## src/rtl/core/soas_ram.sv

```systemverilog
// Generic single-port-write, single-port-read RAM with a registered read.
// Stand-alone; no package dependency.

module soas_ram #(
    parameter int WIDTH = 64,
    parameter int DEPTH = 8
) (
    input  logic                                    aclk,
    input  logic                                    wr_en,
    input  logic [((DEPTH > 1) ? $clog2(DEPTH) : 1)-1:0] wr_addr,
    input  logic [WIDTH-1:0]                        wr_data,
    input  logic                                    rd_en,
    input  logic [((DEPTH > 1) ? $clog2(DEPTH) : 1)-1:0] rd_addr,
    output logic [WIDTH-1:0]                        rd_data
);

    logic [WIDTH-1:0] mem [DEPTH];

    // Write port.
    always_ff @(posedge aclk) begin
        if (wr_en) begin
            mem[wr_addr] <= wr_data;
        end
    end

    // Registered read port.
    always_ff @(posedge aclk) begin
        if (rd_en) begin
            rd_data <= mem[rd_addr];
        end
    end

endmodule

```

## config.mk

```make
export PLATFORM = sky130hd
export DESIGN_NAME = soas_ram
export DESIGN_NICKNAME = d
export VERILOG_FILES = /design/src/rtl/core/soas_ram.sv
export SDC_FILE = /design/constraint.sdc
export NUM_CORES = 1
export LEC_CHECK = 0
export ABC_AREA = 1
export BUFFER_PORTS_ARGS = -buffer_cell sky130_fd_sc_hd__clkbuf_2
export CORE_MARGIN = 4
export CORE_UTILIZATION = 55
export DETAILED_ROUTE_END_ITERATION = 6
export PLACE_DENSITY = 0.73
export SLEW_MARGIN = 30
export SYNTH_ARGS = -nofsm -noshare
export SYNTH_HDL_FRONTEND = slang
export SYNTH_SLANG_ARGS = --single-unit
```

## constraint.sdc

```tcl
create_clock -name aclk -period 4.4 [get_ports aclk]
set_input_delay 0.66 -clock aclk [delete_from_list [all_inputs] [get_ports aclk]]
set_output_delay 0.66 -clock aclk [all_outputs]
set_load 0.03 [all_outputs]
```

---- Word-level counts from Yosys, hierarchy flattened ----
Memories as Yosys holds them, arrays and structs flattened. A register that Yosys moved wholly into a read port is not among the register bits.
Cells that the tools add are included.
word-level totals
  logic and storage cells ................. 3
  bits of input ports ..................... 73
  memories kept ........................... 1
  output and inout bits ................... 64
  register bits ........................... 0
  RAM bits ................................ 512
memory list
  name  words  bits a word  read ports  clocked after Yosys merged registers in  write ports  line  RTL
  mem   8      64           1           1                                        1            17    logic [WIDTH-1:0] mem [DEPTH];
cells by class
  muxes and demuxes ....................... 2
operator list
  kind              number
  2-to-1 mux 1 bit  2

---- Logic depth before layout (Yosys ltp) ----
  word-level depth ........................ 2
  mapped depth ............................ 9
  depth with buffers taken out ............ 6

---- Worst setup path after synthesis ----
No wires, ideal clock.
  path type ............................... input -> register
  start ................................... in wr_addr[0] (netlist bit)
  end ..................................... mem mem[0][0] (enable)
  data arrival time ....................... 3478 ps
  cell stages on the path ................. 3
  data required time ...................... 3913 ps
  setup time .............................. 487 ps
  setup slack ............................. 435 ps
  buffers on the path ..................... 0
  cells stage by stage .................... inv_1 -> nand2_1 -> nor2_1
RTL lines
  item         line  RTL
  from (decl)  10    input logic [((DEPTH > 1) ? $clog2(DEPTH) : 1)-1:0] wr_addr,
  to (decl)    17
Straight into the memory's write port.

==> flow_metrics.env <==
export IMPL_clk_pin_slew_ps=60
export IMPL_antenna_found_initial=8
export IMPL_reg2reg_to="rd_data[18]$_DFFE_PP_"
export IMPL_via_per_inst=5.02
export IMPL_ant_nets=0
export IMPL_clock_skew_ps=19.8
export IMPL_synth_simple_gate_area_share_pct=18.3
export IMPL_syn_inst=2294
export IMPL_fin_util_pct=62.8
export IMPL_area_growth_pct=12.1
export IMPL_syn_nets=2367
export IMPL_grt_pass1_wl_um=79900
export IMPL_fmax_mhz=418
export IMPL_fin_crit_ps=2390
export IMPL_drive_above_1_share_pct=10.1
export IMPL_syn_cell_area_mm2=0.0243
export IMPL_layout_cells_non_filler=3047
export IMPL_fillCellCount=3286
export IMPL_crit_path_end_kind="flip-flop"
export IMPL_cts_made_buffers=55
export IMPL_r2r_start="mem[5][18]$_DFFE_PP_"
export IMPL_htree_num_levels=2
export IMPL_port_buffers=136
export IMPL_final_area_mm2=0.0272
export IMPL_synth_compound_area_share_pct=0
export IMPL_synthXorXnorAreaFrac_pct=0
export IMPL_path_class="in -> reg"
export IMPL_holdPathEnd="mem[6][27]$_DFFE_PP_"
export IMPL_power_density_mw_per_mm2=429
export IMPL_fin_crit_sh_pct=54.3
export IMPL_synth_seq_cells=576
export IMPL_nNetsFinal=2489
export IMPL_worst_slew_pin_slew_ps=883
export IMPL_rows=76
export IMPL_wire_per_inst_um=16.8
export IMPL_leakage_nw=12.4
export IMPL_synth_avg_cell_area_um2=10.6
export IMPL_post_cts_buffers=0
export IMPL_start_util_pct=56.0
export IMPL_fin_tns_setup_ps=0
export IMPL_grt_max_degree=139
export IMPL_die_h_um=218
export IMPL_cts_repair_resized=0
export IMPL_cts_root_buf="clkbuf_16"
export IMPL_wl_um=51200
export IMPL_die_area_mm2=0.0476
export IMPL_finalMaxSlewViolations=0
export IMPL_clock_sinks=576
export IMPL_ys_types=11
export IMPL_ir_drop_v=0.000312
export IMPL_status="finished clean"
export IMPL_reg2reg_slack_ps=3180
export IMPL_rsz0062_at_grt="no"
export IMPL_cp_required_ps=4740
export IMPL_multiInputGateArea_mm2=0.00452
export IMPL_cts_buffer_depth=3
export IMPL_track_usage_pct=21.6
export IMPL_min_path_cells=1
export IMPL_pin_count=137
export IMPL_gp_congestion=0.763
export IMPL_seq_area_mm2=0.0173
export IMPL_cp_start_kind="input pin"
export IMPL_slew_headroom_pct=41.0
export IMPL_grt_overflow=0
export IMPL_hpwl_um=26900
export IMPL_dp_cells=2944
export IMPL_drv_cap=0
export IMPL_hold_violations=0
export IMPL_vias=15300
export IMPL_setup_violations=0
export IMPL_die_x_um=218
export IMPL_drt_pass1_iterations=5
export IMPL_synth_seq_area_share_pct=71.2
export IMPL_synth_top_family_by_area="simple AND/OR/NAND/NOR gates"
export IMPL_dpl_cell_area_mm2=0.0255
export IMPL_clk_latency_ps=600
export IMPL_drt_iter0_drc=1333
export IMPL_synth_adder_area_share_pct=0
export IMPL_worst_r2r_cell_count=6
export IMPL_hp_start="wr_data[27]"
export IMPL_drc=0
export IMPL_hold_class="in -> reg"
export IMPL_cts_tree="built"
export IMPL_yosysWarnings=0
export IMPL_arrival_ps=2730
export IMPL_synth_mux_area_share_pct=0
export IMPL_whs_ps=328
export IMPL_grt_pass1_vias=14900
export IMPL_core_mm2=0.0434
export IMPL_cts_hold_buffers=0
export IMPL_cp_max_fo=120
## cell usage after synthesis
cell type    n  area share [%]
nand3_1    256             5.3
nand2_1    838              13
clkbuf_1     9            0.14
buf_6       13            0.60
nor2_1       8            0.12
inv_1      516             8.0
buf_2       54             1.1
edfxtp_1   576              71
buf_1        4           0.062
buf_4       18            0.56
inv_2        2           0.031
## sequential cells by signal (all words and copies together) (netlist names)
signal,count
rd_data,64
mem,512
## per-stage QoR
step	power, mW	worst slack, ps
after global routing	12.1	1830
after CTS	11.8	2020
after floorplan	6.97	435
final	11.7	2010
after global placement	7.23	1450
after detailed placement	7.26	1390
## layout make-up
type	count	area share [%]
timing repair buffer	163	3.63
multi-input combinational	1102	16.6
clock buffer	65	5.27
clock inverter	34	1.09
antenna	4	0.0368
sequential	576	63.5
tap	585	2.69
inverter	518	7.18
## where the power goes
part	internal (mW)	switching [mW]	leakage, nW
clock	2.61	1.94	0.846
combinational	0.217	0.601	6.26
sequential	6.27	0.0541	5.29
## logic make-up after synthesis
kind of cell	after synthesis
buffers and inverters	616
AND/OR/NAND/NOR	1102
flip-flops	576
## how the worst max path moves through the flow
stage,startpoint,to,slack [ps],cells past startpoint
2_1_floorplan,wr_addr[0],mem[0][0]$_DFFE_PP_,440,3
3_3_place_gp,rd_addr[0],rd_data[26]$_DFFE_PP_,1450,8
3_5_place_dp,rd_addr[0],rd_data[35]$_DFFE_PP_,1390,8
4_1_cts,rd_addr[0],rd_data[35]$_DFFE_PP_,2020,8
5_1_grt,rd_addr[0],rd_data[35]$_DFFE_PP_,1830,8
6_report,rd_addr[0],rd_data[35]$_DFFE_PP_,2010,8
## placed cells by master, fill, tap and decap left out
cell and count:
buf_12 7, buf_2 1, buf_4 21, buf_6 1
bufinv_16 5, clkbuf_1 9, clkbuf_16 56, clkbuf_2 132
clkbuf_8 1, clkinv_1 15, clkinv_2 10, clkinv_8 1
clkinvlp_4 2, diode_2 4, edfxtp_1 576, inv_1 515
inv_2 1, inv_6 3, nand2_1 838, nand3_1 256
nor2_4 8
## per-layer routing
| layer | up-vias | track usage, % | routed length (um) |
|---|---|---|---|
| met5 | - | 0 | 54 |
| met4 | 8 | 6.87 | 1270 |
| met3 | 123 | 4.88 | 4050 |
| met2 | 527 | 35.8 | 24900 |
| met1 | 7210 | 28.9 | 21000 |
| li1 | 7416 | - | - |
## critical path, cell delays in order
cell and delay [ps]:
clkbuf_8 430, inv_6 700, buf_4 470, nand2_1 110, nand3_1 90, nand2_1 60
nand2_1 50, nand2_1 80
Note: power is estimated with default switching activity, not from simulation.
