[src/rtl/core/soas_pkg.sv]
// Shared types, constants and helpers for the second-order attractor step core.
// Used by the multiply-accumulate unit and the top level; depends on nothing.

package soas_pkg;

    // Default number of joints kept in the state store.
    localparam int JOINTS_DEFAULT = 8;

    // Configuration register indexes.
    localparam int CFG_IDX_W = 2;
    localparam logic [CFG_IDX_W-1:0] CFG_GAIN        = 2'd0;
    localparam logic [CFG_IDX_W-1:0] CFG_GAIN_LOADED = 2'd1;
    localparam logic [CFG_IDX_W-1:0] CFG_STEP_SIZE   = 2'd2;

    // Reset value of the Euler step, about 0.001 in Q0.24.
    localparam logic [23:0] STEP_SIZE_RESET = 24'd16777;

    // Shared multiplier geometry: signed A times signed 17-bit digit of B.
    localparam int MAC_A_W   = 35;
    localparam int MAC_B_W   = 17;
    localparam int MAC_P_W   = MAC_A_W + MAC_B_W;
    localparam int MAC_ACC_W = 76;

    // Saturation limits on a 52-bit signed intermediate.
    localparam logic signed [51:0] SAT_HI = 52'sh0_0000_7FFF_FFFF;
    localparam logic signed [51:0] SAT_LO = -52'sh0_0000_8000_0000;

    // One command to the multiply-accumulate unit.
    typedef struct packed {
        logic       issue;  // a product is started this cycle
        logic       clear;  // the accumulator restarts from this product
        logic [1:0] digit;  // product weight: 16 bits per step
    } mac_op_t;

    // Sequencer states.
    typedef enum logic [1:0] {
        ST_IDLE,
        ST_LOAD,
        ST_RUN,
        ST_DONE
    } state_t;

    // Clamp a signed value to the 32-bit signed range.
    function automatic logic signed [31:0] sat32(input logic signed [51:0] x);
        logic signed [31:0] r;
        if (x > SAT_HI) begin
            r = 32'sh7FFF_FFFF;
        end else if (x < SAT_LO) begin
            r = 32'sh8000_0000;
        end else begin
            r = x[31:0];
        end
        return r;
    endfunction

endpackage

[src/rtl/core/soas_mac.sv]
// Shared multiply-accumulate unit: one 35 x 17 signed product per cycle,
// registered, then added into a wide accumulator at a weight of 16 bits per digit.
// Depends on soas_pkg.

module soas_mac
    import soas_pkg::*;
(
    input  logic                        aclk,
    input  logic                        aresetn,
    input  mac_op_t                     op,
    input  logic signed [MAC_A_W-1:0]   a,
    input  logic signed [MAC_B_W-1:0]   b,
    output logic signed [MAC_ACC_W-1:0] acc
);

    logic signed [MAC_P_W-1:0]   prod_reg;
    logic signed [MAC_P_W-1:0]   prod_next;
    mac_op_t                     op_reg;
    logic signed [MAC_ACC_W-1:0] acc_reg;
    logic signed [MAC_ACC_W-1:0] acc_next;
    logic signed [MAC_ACC_W-1:0] prod_ext;
    logic [5:0]                  shamt;

    // First stage: the product alone, both factors sign-extended to the product width.
    assign prod_next = MAC_P_W'(a) * MAC_P_W'(b);

    always_ff @(posedge aclk) begin
        if (op.issue) begin
            prod_reg <= prod_next;
        end
    end

    // The command is registered alongside its product, so both reach the second stage together.
    always_ff @(posedge aclk) begin
        if (!aresetn) begin
            op_reg <= '0;
        end else begin
            op_reg <= op;
        end
    end

    // Second stage: weight the product and add it in.
    assign prod_ext = {{(MAC_ACC_W - MAC_P_W){prod_reg[MAC_P_W-1]}}, prod_reg};
    assign shamt    = {op_reg.digit, 4'b0000};
    assign acc_next = (op_reg.clear ? '0 : acc_reg) + (prod_ext << shamt);

    always_ff @(posedge aclk) begin
        if (op_reg.issue) begin
            acc_reg <= acc_next;
        end
    end

    assign acc = acc_reg;

endmodule

[config.mk]
export PLATFORM = sky130hd
export DESIGN_NAME = soas_mac
export DESIGN_NICKNAME = d
export VERILOG_FILES = /design/src/rtl/core/soas_pkg.sv /design/src/rtl/core/soas_mac.sv
export SDC_FILE = /design/constraint.sdc
export NUM_CORES = 2
export LEC_CHECK = 0
export ABC_CLOCK_PERIOD_IN_PS = 6900
export BUFFER_PORTS_ARGS = -buffer_cell sky130_fd_sc_hd__buf_2
export CAP_MARGIN = 20
export CORE_MARGIN = 4
export CORE_UTILIZATION = 37
export DETAILED_ROUTE_END_ITERATION = 8
export MAX_ROUTING_LAYER = met4
export PLACE_DENSITY = 0.66
export SETUP_SLACK_MARGIN = 0.15
export SLEW_MARGIN = 10
export SYNTH_ARGS = -nofsm -noshare
export SYNTH_HDL_FRONTEND = slang
export SYNTH_SLANG_ARGS = --single-unit
[constraint.sdc]
create_clock -name aclk -period 6.9 [get_ports aclk]
set_input_delay 0.69 -clock aclk [delete_from_list [all_inputs] [get_ports aclk]]
set_output_delay 0.69 -clock aclk [all_outputs]
set_load 0.02 [all_outputs]
; After elaboration in Yosys (flattened, before gate mapping)
; Index checks and enable logic that the tools add are counted.
[op_classes]
multipliers = 1
addsub = 1
n_shift = 1
muxes = 1
[ops]
columns = operator, n
row1 = $add A76 B76 Y76, 1
row2 = $mux W76, 1
row3 = $shl A76 B6 Y76, 1
row4 = $mul A35 B17 Y52, 1
[word_totals]
in_bits = 58
output_inout_bits = 76
register_bits = 132
word_cells = 9

; Depth between registers and ports, before layout
[depth]
word_depth = 2
mapped_depth = 27
depth_no_buf = 26

; Least setup slack after synthesis
; No wires, ideal clock.
[synth_path]
path_type = in2reg
start = input b[2]
end = register prod_reg[51] (data pin)
stages = 24
slack_ns = -0.123
required_time_ns = 6.640
arrival_ns = 6.763
setup_time_ns = 0.260
n_path_buf = 2
cell_sequence = clkbuf_1 -> clkbuf_1 -> nand2_1 -> fa_1 -> fa_1 -> fa_1 -> inv_1 -> fa_1 -> fa_1 -> inv_1 -> fa_1 -> inv_1 -> ha_1 -> a21o_1 -> a21o_1 -> a21oi_2 -> o21ai_2 -> o41ai_4 -> a31o_1 -> a21oi_2 -> or4_4 -> a31o_1 -> a21oi_2 -> xnor2_1
[synth_between]
elab_chain_len = 1
[synth_lines]
columns = element, line
row1 = start: declaration, soas_mac.sv:12  ; input logic signed [MAC_B_W-1:0] b,
row2 = $mul A35 B17 Y52, soas_mac.sv:25  ; assign prod_next = MAC_P_W'(a) * MAC_P_W'(b);
row3 = net prod_next[51], soas_mac.sv:17  ; logic signed [MAC_P_W-1:0] prod_next;
row4 = end signal: assignment, soas_mac.sv:29  ; prod_reg <= prod_next;
row5 = end: declaration, soas_mac.sv:16  ; logic signed [MAC_P_W-1:0] prod_reg;
; The timed path passes the listed nets, and every way through them passes these cells.
; A chain may end at the register's enable or synchronous reset.

; Worst setup path after layout
[layout_path]
start = input b[2]
end = register prod_reg[44] (data pin)
; The elaborated chain is that of the path after synthesis.

==> results.yml <==
sta:
  drv_slew: 0
  worst_clock_skew_ns: 0.00833
  period_needed_ns: 6.58
  final.period_utilization_pct: 95.4
  timing.slew.headroom_pct: 42.9
  worst_hold_slack_ns: 0.474
  setup_viol: 0
  worst_slew_pin_slew_ns: 0.857
  setup-tns-final_ns: 0
  fmax_mhz: 152
  finalHoldViolCount: 0
  grt_setup_unrepaired: "no"
critical_path:
  crit_type: "in2reg"
  slowest_delay_ns: 0.55
  path_buf_inv: 6
  required_ns: 7.08
  critPathTopFamily: "adder cells"
  critical_path.slowest_cell: "fa_2"
  r2r_start: "op_reg[1]"
  crit_top_cell: "inv_1"
  cp.arrival_ns: 6.76
  worstRegToRegCells: 15
  endpoint_kind: "flip-flop"
  worstReg2RegEnd: "acc[74]"
  start_kind: "input port"
  r2r_slack_ns: 1.71
  cp_max_fo: 17
logic_synthesis:
  synth_top_cell_area_share_pct: 37.6
  syn_nets: 4147
  ys_ff_latch: 132
  netlist_area_um2: 30200
  synthCells: 3326
  ys_top_cells_by_area: "fa_1, edfxtp_1, ha_1, inv_1, and2_1"
  synth_edf_count: 128
  ys_seq_area_share_pct: 13.0
  ys_top_cells_by_count: "inv_1, fa_1, nand2_1"
  synthDistinctLibCells: 78
  ys_warn_count: 0
  avgSynthCellArea_um2: 9.09
  yosysMostFrequentCell: "inv_1"
  synthFlopType: "edfxtp_1"
  async_reset_ff_share_pct: 0
  yosysTopAreaCell: "fa_1"
routing:
  initialDrtViolationCount: 1658
  routedWlPerCell_um: 17.9
  route.antenna.remaining_nets: 0
  totalWireLength_mm: 83.1
  firstDrtPassIters: 5
  post_drt_via_cell_ratio: 5.02
  num_vias: 23300
  route.detailed.drc: 0
placed_design:
  dpl.hpwl_mm: 70.3
  finalWeightedCongestion: 0.893
  port_buffers: 133
  place_area_um2: 33700
global_route:
  grt_overflow: 0
  grt_max_degree: 77
  grt_usage_pct: 19.9
  antenna_found_initial: 6
  grt_pass1_wl_mm: 132
  grt_pass1_vias: 24200
die:
  boundaryPins: 134
  num_rows: 104
  initial_core_util_pct: 37.4
  fp.dieH_um: 294
  core_um2: 80800
  die_area_um2: 86300
  die_x_um: 294
min_path:
  hp-start: "op[2]"
  min_path_cells: 2
  hold_end: "op_reg[2]"
  min_path_type: "in2reg"
clocking:
  htreeDepth: 4
  insertion_delay_ns: 0.44
  clock_tree.root_cell: "clkbuf_16"
  cts_buffer_depth: 2
  cts_num_sinks: 132
  clkTransAtPathRegs_ns: 0.06
  cts_inserted_buffers: 17
  cts_tree: "done"
layout:
  drive_above_1_share_pct: 13.3
  nets: 4380
  largest_reg_flops: 76
  design_area_um2: 34700
  area_growth_pct: 14.8
run:
  cap_viol_max_count: 0
status:
  status: "finished, final reports clean"
==> through the flow <==
stage                     setup slack, ns  util (%)  std cells
after floorplan                     0.150         -       3326
after global placement             -0.262      41.7       4593
after detailed placement           -0.300      41.7       4593
after CTS                           0.222      42.6       4625
after global routing                0.118      42.9       4637
final                               0.320      42.9       4637
==> cell type report <==
cell class	instances	area [µm²]
Sequential cell	132	3930
Inverter	642	2410
Clock buffer	20	447
Multi-Input combinational cell	2392	23400
Tap cell	1060	1330
Clock inverter	12	204
Fill cell	7795	46100
Antenna cell	5	12.5
Timing Repair Buffer	374	2930
==> cell usage in the layout, fill, tap and decap left out, types with 10 or more instances in the layout <==
cell type	instances
o21bai_1	23
clkbuf_16	19
fa_1	557
o21ai_0	76
xnor2_1	84
a21oi_2	12
a21o_1	77
nand4_1	26
mux2i_1	42
buf_12	26
o21a_1	10
buf_4	213
nand3_1	22
and3_1	17
a211oi_1	11
nand2_1	413
nand2b_1	23
nor2_1	108
a31oi_1	18
edfxtp_1	128
xor2_1	42
and2_1	267
ha_1	191
buf_2	117
inv_1	640
fa_2	10
nor2b_1	91
a21oi_1	150
==> cell families after synthesis <==
group	count (synthesis)	share of synthesized area [%]
flip-flops	132	13.0
AO/OA/AOI/OAI	454	9.65
buffers and inverters	802	9.99
XOR/XNOR	126	3.65
adder cells (fa/ha/maj)	763	45.7
AND/OR/NAND/NOR	1004	16.4
multiplexers	45	1.61
==> worst register-to-register path: cells and delay by family (launching register included) <==
kind / cells / cell delay [ns]
adders and majority gates: 1 / 0.50
xor gates and xnor gates: 1 / 0.09
AOI/OAI and AO/OA: 11 / 2.70
muxes: 1 / 0.30
DFF: 1 / 0.88
buffers and inverters: 1 / 0.48
==> layer usage <==
layer  up-vias  track usage, %  part of all wire [%]
li1      10800               -                     -
met1     11700            26.3                    44
met2       653            32.4                    47
met3       128            2.43                   5.5
met4         0            5.48                   2.8
met5         -               -                     0
==> repair_timing <==
action,in CTS,in global routing
pin swaps,0,25
gates resized for setup,2,54
cloned,0,2
endpoints found under the setup margin,1,8
hold buffers,0,0
buffers inserted,0,4
==> how the worst max path moves through the flow <==
stage / end / cells after the start / start / slack (ns)
after floorplan: prod_reg[44] / 25 / b[2] / 0.15
after global placement: prod_reg[51] / 24 / b[4] / -0.26
after detailed placement: prod_reg[51] / 24 / b[4] / -0.30
after CTS: prod_reg[44] / 24 / b[5] / 0.22
after global routing: prod_reg[51] / 25 / a[6] / 0.12
final: prod_reg[44] / 25 / b[2] / 0.32
Power is not shown: default switching activity piles up to over one toggle a cycle in this logic, so the estimate is an artifact.
